$ cat src/rtl/core/bdpl_pkg.sv
// ----------------------------------------------------------------------------
// bdpl_pkg: shared types and constants for the button press-length detector
// Mode codes, register indexes, reset limits and the timer control word.
// ----------------------------------------------------------------------------
package bdpl_pkg;

  localparam int COUNT_WIDTH_DEF = 24;   // default timer width
  localparam int CFG_DATA_W      = 24;   // widest config register
  localparam int CFG_INDEX_W     = 1;    // two registers

  localparam logic [31:0] SETTLE_TICKS_RST = 32'd30000;
  localparam logic [31:0] LONG_TICKS_RST   = 32'd1000000;

  // register indexes
  localparam logic [CFG_INDEX_W-1:0] REG_SETTLE_TICKS = 1'd0;
  localparam logic [CFG_INDEX_W-1:0] REG_LONG_TICKS   = 1'd1;

  // debounce machine, one-hot
  typedef enum logic [2:0] {
    MODE_IDLE     = 3'b001,
    MODE_SETTLING = 3'b010,
    MODE_HELD     = 3'b100
  } mode_t;

  // timer control for one accepted tick
  typedef struct packed {
    logic tick;    // advance on this tick
    logic start;   // restart from zero, running
    logic stop;    // clear and halt
  } timer_ctl_t;

endpackage

$ cat src/rtl/core/bdpl_tick_if.sv
// ----------------------------------------------------------------------------
// bdpl_tick_if: input channel, one sampled button level per word
// valid/ready handshake; a word moves when both are high.
// ----------------------------------------------------------------------------
interface bdpl_tick_if;
  logic valid;
  logic ready;
  logic pin_level;

  modport source (output valid, output pin_level, input ready);
  modport sink   (input valid, input pin_level, output ready);
endinterface

$ cat src/rtl/core/bdpl_result_if.sv
// ----------------------------------------------------------------------------
// bdpl_result_if: result channel, press pulses and held status per word
// valid/ready handshake; a word moves when both are high.
// ----------------------------------------------------------------------------
interface bdpl_result_if;
  logic valid;
  logic ready;
  logic short_press;
  logic long_press;
  logic held;

  modport source (output valid, output short_press, output long_press,
                  output held, input ready);
  modport sink   (input valid, input short_press, input long_press,
                  input held, output ready);
endinterface

$ cat src/rtl/core/bdpl_timer.sv
// ----------------------------------------------------------------------------
// bdpl_timer: tick counter that halts when it reaches its limit
// Fire is shown combinationally for the tick being taken.
// ----------------------------------------------------------------------------
module bdpl_timer #(
  parameter int COUNT_WIDTH = bdpl_pkg::COUNT_WIDTH_DEF
) (
  input  logic                    clk,
  input  logic                    rst,
  input  bdpl_pkg::timer_ctl_t    ctl,
  input  logic [COUNT_WIDTH-1:0]  limit,
  output logic                    fire
);
  import bdpl_pkg::*;

  logic [COUNT_WIDTH-1:0] count;
  logic [COUNT_WIDTH-1:0] count_next;
  logic                   running;
  logic                   running_next;
  logic [COUNT_WIDTH-1:0] count_inc;

  assign count_inc = count + COUNT_WIDTH'(1);
  // limit of zero acts like one: inc is never zero unless it wraps
  assign fire      = running && (count_inc >= limit);

  always_comb begin
    count_next   = count;
    running_next = running;
    if (ctl.tick) begin
      if (running) begin
        count_next   = count_inc;
        running_next = !fire;
      end
      if (ctl.start) begin
        count_next   = '0;
        running_next = 1'b1;
      end else if (ctl.stop) begin
        count_next   = '0;
        running_next = 1'b0;
      end
    end
  end

  always_ff @(posedge clk) begin
    if (rst) begin
      count   <= '0;
      running <= 1'b0;
    end else begin
      count   <= count_next;
      running <= running_next;
    end
  end

endmodule

$ cat src/rtl/core/button_debounce_press_length.sv
// ----------------------------------------------------------------------------
// button_debounce_press_length: debounced button with short/long press
// Edge detect, settle timer, long-press timer and an idle/settling/held
// machine; one result word per input word.
// ----------------------------------------------------------------------------
//
// Channel   Dir   Payload                            Accept
// tick      in    pin_level (0 pressed, 1 released)  valid & ready
// result    out   short_press, long_press, held      valid & ready
// cfg       in    cfg_index, cfg_data                cfg_we
//
// One word per cycle while result.ready is high; a word's result appears in the result
// register on the cycle after it is taken.
// All decisions come from the current state and the incoming level in one
// pass of logic ahead of the result register.
// tick.ready is low only while a result sits unclaimed and result.ready is
// low; timers and the machine advance only on taken words, so stalls on
// either side do not disturb timing in ticks.
// Synchronous reset: machine to idle, previous level to released, timers
// stopped, limits back to 30000 and 1000000 (truncated to COUNT_WIDTH).
//
module button_debounce_press_length #(
  parameter int COUNT_WIDTH = bdpl_pkg::COUNT_WIDTH_DEF
) (
  input  logic                               clk,
  input  logic                               rst,
  input  logic                               cfg_we,
  input  logic [bdpl_pkg::CFG_INDEX_W-1:0]   cfg_index,
  input  logic [bdpl_pkg::CFG_DATA_W-1:0]    cfg_data,
  bdpl_tick_if.sink                          tick,
  bdpl_result_if.source                      result
);
  import bdpl_pkg::*;

  localparam int EXT_W = CFG_DATA_W + COUNT_WIDTH;

  // limits
  logic [COUNT_WIDTH-1:0] settle_ticks;
  logic [COUNT_WIDTH-1:0] long_ticks;
  logic [EXT_W-1:0]       cfg_ext;
  logic [COUNT_WIDTH-1:0] cfg_val;

  // machine state
  mode_t mode;
  mode_t mode_next;
  logic  previous_level;
  logic  long_expired;
  logic  long_expired_next;

  // per-word decode
  logic       take;
  logic       fall;
  logic       rise;
  logic       settle_fire;
  logic       long_fire;
  logic       long_exp_tick;
  logic       short_next;
  logic       long_next;
  timer_ctl_t settle_ctl;
  timer_ctl_t long_ctl;

  // output register
  logic out_valid;
  logic out_short;
  logic out_long;
  logic out_held;

  // ---- handshake: result register frees the input side ----
  assign tick.ready = !out_valid || result.ready;
  assign take       = tick.valid && tick.ready;

  assign result.valid       = out_valid;
  assign result.short_press = out_short;
  assign result.long_press  = out_long;
  assign result.held        = out_held;

  // ---- configuration: 24-bit data cut or widened to the timer width ----
  assign cfg_ext = EXT_W'(cfg_data);
  assign cfg_val = cfg_ext[COUNT_WIDTH-1:0];

  always_ff @(posedge clk) begin
    if (rst) begin
      settle_ticks <= COUNT_WIDTH'(SETTLE_TICKS_RST);
      long_ticks   <= COUNT_WIDTH'(LONG_TICKS_RST);
    end else if (cfg_we) begin
      case (cfg_index)
        REG_SETTLE_TICKS: settle_ticks <= cfg_val;
        REG_LONG_TICKS:   long_ticks   <= cfg_val;
        default: ;
      endcase
    end
  end

  // ---- edges against last taken level ----
  assign fall = previous_level && !tick.pin_level;
  assign rise = !previous_level && tick.pin_level;

  // ---- timers ----
  bdpl_timer #(.COUNT_WIDTH(COUNT_WIDTH)) u_settle (
    .clk   (clk),
    .rst   (rst),
    .ctl   (settle_ctl),
    .limit (settle_ticks),
    .fire  (settle_fire)
  );

  bdpl_timer #(.COUNT_WIDTH(COUNT_WIDTH)) u_long (
    .clk   (clk),
    .rst   (rst),
    .ctl   (long_ctl),
    .limit (long_ticks),
    .fire  (long_fire)
  );

  // long timer expiry on this tick counts before the machine looks at it
  assign long_exp_tick = long_expired || long_fire;

  // ---- mode machine ----
  always_comb begin
    mode_next         = mode;
    long_expired_next = long_exp_tick;
    short_next        = 1'b0;
    long_next         = 1'b0;
    settle_ctl        = '{tick: take, start: 1'b0, stop: 1'b0};
    long_ctl          = '{tick: take, start: 1'b0, stop: 1'b0};
    case (mode)
      MODE_SETTLING: begin
        // edges are dropped here; the level at expiry decides
        if (settle_fire) begin
          mode_next = tick.pin_level ? MODE_IDLE : MODE_HELD;
        end
      end
      MODE_HELD: begin
        // press edges ignored; release reports and re-settles
        if (rise) begin
          long_next         = long_exp_tick;
          short_next        = !long_exp_tick;
          long_expired_next = 1'b0;
          long_ctl.stop     = 1'b1;
          settle_ctl.start  = 1'b1;
          mode_next         = MODE_SETTLING;
        end
      end
      default: begin
        // idle: expiry flag never survives a tick here
        long_expired_next = 1'b0;
        mode_next         = MODE_IDLE;
        if (fall) begin
          settle_ctl.start = 1'b1;
          long_ctl.start   = 1'b1;
          mode_next        = MODE_SETTLING;
        end
      end
    endcase
  end

  always_ff @(posedge clk) begin
    if (rst) begin
      mode           <= MODE_IDLE;
      previous_level <= 1'b1;
      long_expired   <= 1'b0;
    end else if (take) begin
      mode           <= mode_next;
      previous_level <= tick.pin_level;
      long_expired   <= long_expired_next;
    end
  end

  // ---- result register ----
  always_ff @(posedge clk) begin
    if (rst) begin
      out_valid <= 1'b0;
    end else if (take) begin
      out_valid <= 1'b1;
    end else if (result.ready) begin
      out_valid <= 1'b0;
    end
  end

  always_ff @(posedge clk) begin
    if (take) begin
      out_short <= short_next;
      out_long  <= long_next;
      out_held  <= (mode_next == MODE_HELD);
    end
  end

endmodule

$ cat src/flat_wrapper.sv
// flat-port wrapper written by rule: the top's interface ports become plain ports
module button_debounce_press_length_flat import bdpl_pkg::*;
#(
  parameter int COUNT_WIDTH = bdpl_pkg::COUNT_WIDTH_DEF
)
  (clk, rst, cfg_we, cfg_index, cfg_data, tick_valid, tick_pin_level, tick_ready, result_valid, result_short_press, result_long_press, result_held, result_ready);
  bdpl_tick_if tick_i ();
  bdpl_result_if result_i ();
  input  logic clk;
  input  logic rst;
  input  logic cfg_we;
  input  logic [bdpl_pkg::CFG_INDEX_W-1:0] cfg_index;
  input  logic [bdpl_pkg::CFG_DATA_W-1:0] cfg_data;
  input wire logic [$bits(tick_i.valid)-1:0] tick_valid;
  input wire logic [$bits(tick_i.pin_level)-1:0] tick_pin_level;
  output wire logic [$bits(tick_i.ready)-1:0] tick_ready;
  output wire logic [$bits(result_i.valid)-1:0] result_valid;
  output wire logic [$bits(result_i.short_press)-1:0] result_short_press;
  output wire logic [$bits(result_i.long_press)-1:0] result_long_press;
  output wire logic [$bits(result_i.held)-1:0] result_held;
  input wire logic [$bits(result_i.ready)-1:0] result_ready;
  assign tick_i.valid = tick_valid;
  assign tick_i.pin_level = tick_pin_level;
  assign tick_ready = tick_i.ready;
  assign result_valid = result_i.valid;
  assign result_short_press = result_i.short_press;
  assign result_long_press = result_i.long_press;
  assign result_held = result_i.held;
  assign result_i.ready = result_ready;
  button_debounce_press_length #(.COUNT_WIDTH(COUNT_WIDTH)) u_core (.clk(clk), .rst(rst), .cfg_we(cfg_we), .cfg_index(cfg_index), .cfg_data(cfg_data), .tick(tick_i), .result(result_i));
endmodule
$ cat config.mk
export PLATFORM = sky130hd
export DESIGN_NAME = button_debounce_press_length_flat
export DESIGN_NICKNAME = d
export VERILOG_FILES = /design/src/rtl/core/bdpl_pkg.sv /design/src/rtl/core/bdpl_tick_if.sv /design/src/rtl/core/bdpl_result_if.sv /design/src/rtl/core/bdpl_timer.sv /design/src/rtl/core/button_debounce_press_length.sv /design/src/flat_wrapper.sv
export SDC_FILE = /design/constraint.sdc
export NUM_CORES = 1
export LEC_CHECK = 0
export BUFFER_PORTS_ARGS = -buffer_cell sky130_fd_sc_hd__buf_2
export CORE_MARGIN = 2
export CORE_UTILIZATION = 55
export DETAILED_ROUTE_END_ITERATION = 7
export PLACE_DENSITY_LB_ADDON = 0.2
export SYNTH_ARGS = -nofsm -noshare
export SYNTH_HDL_FRONTEND = slang
export SYNTH_SLANG_ARGS = --single-unit
$ cat constraint.sdc
create_clock -name clk -period 3.5 [get_ports clk]
set_input_delay 0.875 -clock clk [delete_from_list [all_inputs] [get_ports clk]]
set_output_delay 0.875 -clock clk [all_outputs]
set_load 0.02 [all_outputs]
==> results_dict.tcl, run 1 <==
set metrics [dict create \
    status "finished clean" \
    syn-mean-instance-area_sq_um 7.92 \
    synth_most_common_cell "nand2_1" \
    synthMuxAreaShare_pct 0 \
    wl_per_cell_microns 15.1 \
    yosys_warnings 0 \
    hold_class "flip-flop to flip-flop" \
    max-slew-margin-rel_pct 23.2 \
    placed_cells 921 \
    p_total_uw 2300 \
    cellPowerDensity_mw_per_mm2 345 \
    synth_fa_ha_area_share_pct 10.3 \
    synth_top_area_share_pct 34.1 \
    cp.required_ps 3650 \
    endpoint_kind "flip-flop" \
    cpPeakStageDelay_ps 420 \
    leakagePower_uw 0.00274 \
    portBuffers 35 \
    cts_sinks 107 \
    die_height_microns 109 \
    synth.largest_area_cell "dfxtp_1" \
    netlist_area_sq_mm 0.00610 \
    synth_nets 851 \
    synth_commonest_cells "nand2_1, dfxtp_1, a21oi_1" \
    synth-simple-area-share_pct 22.5 \
    ant_nets 0 \
    clock_path_buffers 2 \
    final-setup-viol-count 0 \
    dp_hpwl_mm 10.3 \
    cp_data_arrival_time_ps 3450 \
    synthesis.instances 770 \
    fin_util_pct 61.5 \
    synth_top_family_by_area "simple AND/OR/NAND/NOR gates" \
    drt_iter0_markers 371 \
    netlist_top_cells_area "dfxtp_1, ha_1, nand2_1" \
    ys_seq_area_share_pct 35.6 \
    synth_ff_type "dfxtp_1" \
    drtPass1Iterations 5 \
    synth-xor-area-share_pct 6.32 \
    clk_pin_slew_ps 110 \
    multi_input_area_sq_mm 0.00365 \
    fin_worst_skew_ps 13.2 \
    hold_viol 0 \
    drc 0 \
    seq_area_sq_mm 0.00218 \
    ys_seq_elements 107 \
    synth_enable_flop_cells 3 \
    cp-start-kind "flip-flop" \
    crit_chain "nand4_2, or3_4, nor3_4, and3_2, nand3_1, xnor2_1, ha_1, nand4_1, nor3_2, and3_1, a22oi_1, a21bo_2, nor3b_1" \
    criticalPathCategory "flip-flop to flip-flop" \
    antenna_found_initial 0 \
    synth_cell_types 59 \
    slowest_stage "dfxtp_1" \
    fin_crit_sh_pct 94.5 \
    synth-async-reset-ratio_pct 0 \
    fmax_mhz 302 \
    grt_max_degree 68 \
    drv_slew 0 \
    root_buffer "clkbuf_8" \
    vias 5485 \
    grt_remaining_overflow 0 \
    crit_family "simple AND/OR/NAND/NOR gates" \
    grt_pass1_vias 5110 \
    instances_no_fill 938 \
    drt-vias-per-instance 5.85 \
    critPathMaxFanout 6 \
    clock_latency_ps 390 \
    cts_tree "built" \
    drive_above_1_share_pct 11.5 \
    ctsHoldBuffers 0 \
    grt_util_all_layers_pct 24.8 \
    cts_buffers 9 \
    drv_cap 0 \
    routed_wl_mm 14.2 \
    period_needed_ps 3310 \
    layout.nets 874 \
    grt_pass1_wl_mm 23.4 \
    vdd_drop_max_v 0.000300 \
    synth-compound-area-share_pct 19.5 \
    place_congestion 0.898 \
    antenna_cells 0 \
    io_pins 36 \
    area_growth_pct 9.31 \
    crit_buf_inv 0 \
    fp.dieW_microns 109 \
    htreeDepth 3 \
    initial_utilization_pct 56.3 \
    placementRows 38 \
    worst_pin_slew_ps 1150 \
    tns_ps 0 \
    fillers 960 \
    die-area_sq_mm 0.0120 \
    core-area_sq_mm 0.0108 \
]
## report_power, final
part           total (uW)  switching (uW)  internal [uW]  leakage (uW)
combinational         246             163           82.8       0.00176
sequential           1280            21.3           1260      0.000878
clock                 773             437            336     0.0000945
total                2300             621           1680       0.00274
## layout by cell type (no fill, tap or decap), types with 8 or more instances in the layout
cell,netlist,layout
nor2_1,57,54
dfxtp_1,104,101
nand2b_1,8,8
a21o_1,9,9
clkbuf_8,0,9
nand2_1,119,119
nand4_1,12,12
o211ai_1,15,15
a22oi_1,19,19
ha_1,50,49
xnor2_1,28,28
buf_2,2,35
xor2_1,16,16
o21ai_0,34,33
buf_4,1,12
or3_1,11,11
a21oi_1,77,77
inv_1,55,55
nand3_1,24,23
## through the flow
step           hold slack, ps  area (sq um)  setup slack, ps
2_1_floorplan             436          6100              317
3_3_place_gp              446          6400              189
3_5_place_dp              448          6400             7.39
4_1_cts                   461          6600             85.2
5_1_grt                   481          6670            -24.3
6_report                  459          6670              194
## worst register-to-register path, cell delays in order (launching register included)
cell     delay [ps]
dfxtp_1         420
nand4_2         150
or3_4           400
nor3_4          220
and3_2          280
nand3_1         110
xnor2_1         140
ha_1            340
nand4_1         110
nor3_2          220
and3_1          180
a22oi_1         110
a21bo_2         240
nor3b_1         130
## registers in the layout, indices dropped and copies added, names as in the netlist
signal                     count
u_core.previous_level          1
u_core.settle_ticks           24
u_core.result.held             1
u_core.long_expired            1
u_core.result.valid            1
u_core.long_ticks             24
u_core.result.short_press      1
u_core.u_settle.running        1
u_core.u_settle.count         24
u_core.u_long.count           24
u_core.mode                    3
u_core.result.long_press       1
u_core.u_long.running          1
## cells by family after synthesis
kind of cell | count (synthesis)
AOI/OAI and AO/OA | 191
xor gates and xnor gates | 44
adders and majority gates | 50
buffers and inverters | 92
DFF | 107
and+or+nand+nor | 286
## cell type report
| class | instances | share of cell area (%) |
|---|---|---|
| multi-input cells | 571 | 54.7 |
| flip-flops and latches | 107 | 32.6 |
| repair buffers | 47 | 3.98 |
| inverters | 57 | 3.21 |
| well taps | 140 | 2.63 |
| clock buffers | 11 | 1.97 |
| clock inverters | 5 | 0.919 |
## final timing paths
check / slack (ps) / cells past startpoint / start / to
setup / recovery: 190 / 13 / u_core.u_long.count[9] / u_core.result.short_press
hold reg to reg: 460 / 2 / u_core.long_ticks[23] / u_core.long_ticks[23]
hold / removal: 460 / 2 / u_core.long_ticks[23] / u_core.long_ticks[23]
setup reg to reg: 190 / 13 / u_core.u_long.count[9] / u_core.result.short_press
## metal layers
layer  up-vias  track usage (%)  part of all wire, %
met5         -                0                    0
met4         0             7.32                  1.8
met3        23             5.99                  5.9
met2       138             41.8                   48
met1      2587             31.5                   45
li1       2737                -                    -
## repair_timing
action                                  in CTS  in global routing
gates resized for setup                      2                 15
pin swaps                                    0                  2
setup buffers                                0                  1
endpoints found under the setup margin       2                  8
Power figures use the tool's default switching activity.
==> run 2, diff against run 1 <==
- GPL_TIMING_DRIVEN: not set -> 0
- HOLD_SLACK_MARGIN: not set -> 0.15
- SETUP_SLACK_MARGIN: not set -> 0.5
==> results_dict.tcl, run 2 (synthesis gave the netlist of run 1 again) <==
set metrics [dict create \
    cp_data_arrival_time_ps 3330 \
    worst_pin_slew_ps 625 \
    period_needed_ps 3180 \
    cp-start-kind "flip-flop" \
    rrSetupSlack_ps 320 \
    io_pins 36 \
    place_congestion 0.945 \
    drt-vias-per-instance 5.84 \
    hold_class "flip-flop to flip-flop" \
    endpoint_kind "flip-flop" \
    grt_util_all_layers_pct 27.1 \
    routed_wl_mm 16.0 \
    placementRows 38 \
    max-slew-margin-rel_pct 58.3 \
    ant_nets 0 \
    fin_worst_skew_ps 10.7 \
    critPathMaxFanout 3 \
    r2r_cells 13 \
    antenna_found_initial 0 \
    vdd_drop_max_v 0.000248 \
    r2r_end "u_core.result.short_press" \
    reg2reg_from "u_core.u_long.count[9]" \
    core-area_sq_mm 0.0108 \
    dp_hpwl_mm 11.3 \
    die_height_microns 109 \
    whs_ps 462 \
    vias 5842 \
    placed_cells 944 \
    fmax_mhz 315 \
    final_common_cell "nand2_1" \
    drtPass1Iterations 8 \
    grt_pass1_wl_mm 25.4 \
    crit_start "u_core.u_long.count[9]" \
    hold_viol 0 \
    clk_pin_slew_ps 110 \
    die-area_sq_mm 0.0120 \
    drt_iter0_markers 447 \
    criticalPathCategory "flip-flop to flip-flop" \
    clock_path_buffers 2 \
    cts_sinks 107 \
    htreeDepth 3 \
    final_cell_mix "nand2_1, dfxtp_1, a21oi_1, inv_1, nor2_1" \
    ctsHoldBuffers 0 \
    drc 0 \
    initial_utilization_pct 56.3 \
    drv_cap 0 \
    root_buffer "clkbuf_8" \
    drv_slew 0 \
    wl_per_cell_microns 16.0 \
    final-setup-viol-count 0 \
    layout.nets 936 \
    fp.dieW_microns 109 \
    endpoint "u_core.result.short_press" \
    status "finished clean" \
    tns_ps 0 \
    portBuffers 34 \
    rsz0062_at_grt "yes" \
    leakagePower_uw 0.00309 \
    min_from "u_core.settle_ticks[2]" \
    instances_no_fill 1000 \
    drive_above_1_share_pct 22.2 \
    cts_buffers 9 \
    cts_tree "built" \
    fin_crit_sh_pct 90.8 \
    area_growth_pct 22.6 \
    antenna_cells 0 \
    cellPowerDensity_mw_per_mm2 311 \
    grt_max_degree 18 \
    grt_pass1_vias 5630 \
    clock_latency_ps 390 \
    cp.required_ps 3650 \
    grt_remaining_overflow 0 \
]
[run 2: critical path: stages (launching register included)]
cell and delay [ps]:
dfxtp_4 380, nand4_4 90, or3_4 360, nor3_4 200, buf_6 130, nand4_1 180
xnor2_2 220, ha_1 330, nand4_1 160, nor3_2 180, and3_1 200, a22oi_2 90
a21bo_2 260, nor3b_2 150
[run 2: how the worst min path moves through the flow]
stage               depth (start not counted)                endpoint
floorplan                                   2   u_core.long_ticks[10]
detailed placement                          2    u_core.long_ticks[8]
global route                                2  u_core.settle_ticks[1]
global placement                            2    u_core.long_ticks[8]
CTS                                         2    u_core.long_ticks[8]
finish                                      2  u_core.settle_ticks[2]
[run 2: through the flow]
step / setup slack (ps) / total power [uW] / util (%) / cell area, sq um
after global routing: 183 / 2430 / 69.0 / 7480
final: 322 / 2330 / 69.0 / 7480
after global placement: -122 / 1540 / 59.7 / 6480
after floorplan: 463 / 1470 / - / 6130
after detailed placement: -284 / 1550 / 59.7 / 6480
after CTS: 392 / 2330 / 65.7 / 7120
[run 2: what timing repair did]
item	in CTS	in global routing
cloned	0	1
setup buffers	28	11
endpoints found under the setup margin	9	9
gates resized for setup	62	59
hold endpoints to repair	0	0
pin swaps	24	29
[run 2: area by class of cell]
type                    instances  area (sq um)
clock buffers                  10           138
well taps                     140           175
fillers                       871          3360
inverters                      57           214
clock inverters                 6          65.1
plain buffers                  35           154
multi-input cells             571          4010
flip-flops and latches        107          2240
repair buffers                 74           490
[run 2: layer usage]
| layer | track usage (%) | share of wire, % | up-vias |
|---|---|---|---|
| met3 | 5.81 | 6.7 | 22 |
| li1 | - | - | 2852 |
| met1 | 34.5 | 43 | 2747 |
| met5 | 0 | 0 | - |
| met2 | 46.3 | 49 | 221 |
| met4 | 7.50 | 1.4 | 0 |
[run 2: where the power goes]
group          total, uW  switching (uW)  internal, uW
sequential          1270            22.3          1250
clock                791             441           350
combinational        265             176          89.6
==> run 3, diff against run 2 <==
--- a/config.mk
+++ b/config.mk
@@ -7,2 +7,3 @@
 export LEC_CHECK = 0
+export ABC_AREA = 1
 export BUFFER_PORTS_ARGS = -buffer_cell sky130_fd_sc_hd__buf_2
==> constraint.sdc (replaced) <==
create_clock -name clk -period 3.5 [get_ports clk]
set_input_delay 0.175 -clock clk [delete_from_list [all_inputs] [get_ports clk]]
set_output_delay 0.175 -clock clk [all_outputs]
set_load 0.02 [all_outputs]
==> results_dict.tcl, run 3 <==
set metrics [dict create \
    dp_slack_ps 506 \
    seq_area_sq_mm 0.00219 \
    drt_iter0_markers 472 \
    drtPass1Iterations 5 \
    placed_cells 1071 \
    synth-xor-area-share_pct 5.08 \
    clock_path_buffers 2 \
    core-area_sq_mm 0.0113 \
    layout.nets 1048 \
    fin_worst_skew_ps 8.92 \
    endpoint_kind "flip-flop" \
    synth_top_area_share_pct 32.9 \
    vdd_drop_max_v 0.000422 \
    synth_enable_flop_cells 3 \
    drive_above_1_share_pct 11.8 \
    portBuffers 34 \
    synth_nets 975 \
    place_congestion 0.937 \
    worst_pin_slew_ps 609 \
    grt_max_degree 22 \
    synth_top_family_by_area "simple AND/OR/NAND/NOR gates" \
    setup_slack_ps 751 \
    cp.required_ps 3770 \
    synth_commonest_cells "nand2_1, inv_1, a21oi_1, dfxtp_1, nor2_1" \
    instances_no_fill 1115 \
    synth-async-reset-ratio_pct 0 \
    cts_buffers 9 \
    routed_wl_mm 15.7 \
    period_needed_ps 2750 \
    synthMuxAreaShare_pct 0 \
    r2r_cells 20 \
    fmax_mhz 364 \
    final_cell_mix "nand2_1, inv_1, a21oi_1, dfxtp_1, nor2_1" \
    final-setup-viol-count 0 \
    root_buffer "clkbuf_16" \
    synth.largest_area_cell "dfxtp_1" \
    wl_per_cell_microns 14.1 \
    critPathMaxFanout 6 \
    cts_sinks 107 \
    hold_depth 3 \
    cp_data_arrival_time_ps 3020 \
    io_pins 36 \
    die-area_sq_mm 0.0124 \
    netlist_top_cells_area "dfxtp_1, nand2_1, ha_1" \
    drv_slew 0 \
    grt_pass1_vias 5223 \
    antenna_cells 0 \
    hold_viol 0 \
    ys_seq_area_share_pct 34.3 \
    fillers 1033 \
    dp_hpwl_mm 12.0 \
    initial_utilization_pct 55.9 \
    criticalPathCategory "flip-flop to flip-flop" \
    grt_util_all_layers_pct 26.1 \
    cp-start-kind "flip-flop" \
    leakagePower_uw 0.00337 \
    synth_ff_type "dfxtp_1" \
    drv_cap 0 \
    clk_pin_slew_ps 80 \
    vias 5822 \
    final_common_cell "nand2_1" \
    placementRows 39 \
    multi_input_area_sq_mm 0.00365 \
    drt-vias-per-instance 5.22 \
    antenna_found_initial 0 \
    status "finished clean" \
    area_growth_pct 15.6 \
    fp.dieW_microns 111 \
    fin_crit_sh_pct 78.5 \
    clock_latency_ps 370 \
    hold_class "primary input to flip-flop" \
    synth_most_common_cell "nand2_1" \
    cellPowerDensity_mw_per_mm2 358 \
    cts_tree "built" \
    ant_nets 0 \
    grt_remaining_overflow 0 \
    htreeDepth 3 \
    grt_pass1_wl_mm 26.0 \
    synthesis.instances 894 \
    yosys_warnings 0 \
    synth_fa_ha_area_share_pct 9.89 \
    tns_ps 0 \
    netlist_area_sq_mm 0.00632 \
    drc 0 \
    synth-simple-area-share_pct 26.9 \
    rsz0062_at_grt "no" \
    synth_cell_types 43 \
    ys_seq_elements 107 \
    syn-mean-instance-area_sq_um 7.07 \
    die_height_microns 111 \
    synth-compound-area-share_pct 15.0 \
    max-slew-margin-rel_pct 59.4 \
]
[run 3: changes by cell type in the layout (fill, tap and decap cells not counted), sizes merged, moves of 9 or more]
cell,before,now
dlygate4sd3,0,25
inv,55,122
clkbuf,40,27
o21ai,34,43
a21oi,77,105
buf,79,47
nor2,58,68
xnor2,28,13
a22oi,19,0
or3,12,0
nand2,119,247
nand3,24,37
[run 3: stage by stage]
| stage | hold WS (ps) | utilization, % | instance area [sq um] | power, uW |
|---|---|---|---|---|
| 6_report | 173 | 64.6 | 7310 | 2620 |
| 2_1_floorplan | 305 | - | 6320 | 1490 |
| 4_1_cts | 167 | 63.8 | 7230 | 2630 |
| 3_5_place_dp | 420 | 59.0 | 6670 | 1580 |
| 3_3_place_gp | 409 | 59.0 | 6670 | 1570 |
| 5_1_grt | 196 | 64.6 | 7310 | 2720 |
[run 3: path summary, 6_finish.rpt]
path | endpoint | from | slack (ps)
worst max-delay path | u_core.mode[1] | u_core.u_settle.count[10] | 750
worst min-delay path | u_core.previous_level | tick_pin_level | 170
worst max register to register | u_core.mode[1] | u_core.u_settle.count[10] | 750
worst min register to register | u_core.long_ticks[7] | u_core.long_ticks[7] | 460
[run 3: cell families after synthesis]
| kind of cell | Yosys count |
|---|---|
| buffers and inverters | 146 |
| AND/OR/NAND/NOR | 383 |
| adder cells (fa/ha/maj) | 50 |
| flip-flops | 107 |
| AO/OA/AOI/OAI | 173 |
| XOR/XNOR | 35 |
[run 3: layer usage]
layer,share of wire (%),global-route usage [%]
met5,0,0
met4,1.6,6.26
met3,4.1,5.25
met2,45,41.4
met1,50,36.6
[run 3: critical path: stages (launching register included)]
cell     delay [ps]
dfxtp_1         450
nand2_1         100
nor2_1          110
nand2_1          90
nor4_1          350
nand3_1         150
and2_1          190
ha_1            260
nand2_1          70
nor2_2          190
nand2_1          70
nor2_1           80
nand2_1          60
nand2_1          60
nor2_1           50
nand2_2         100
nand2_1          60
nand2_1          60
nand3_1          60
nand2_1          60
inv_1            30
[run 3: what timing repair did]
action	in CTS	in global routing
resized for setup	1	20
hold endpoints to repair	40	0
endpoints found under the setup margin	2	8
pin swaps	0	2
hold buffers	25	0
buffers inserted	0	3
[run 3: final cells by class]
cell class | instances | share of cell area [%]
Tap cell | 143 | 2.45
Clock buffer | 9 | 3.08
Buffer | 28 | 1.59
Clock inverter | 7 | 1.03
Inverter | 118 | 6.06
Multi-Input combinational cell | 641 | 49.9
Sequential cell | 107 | 29.9
Timing Repair Buffer | 62 | 6.06
[run 3: power by group]
part | internal [uW] | switching [uW] | leakage (uW)
clock | 510 | 530 | 0.000145
combinational | 104 | 190 | 0.00234
sequential | 1270 | 18.0 | 0.000885
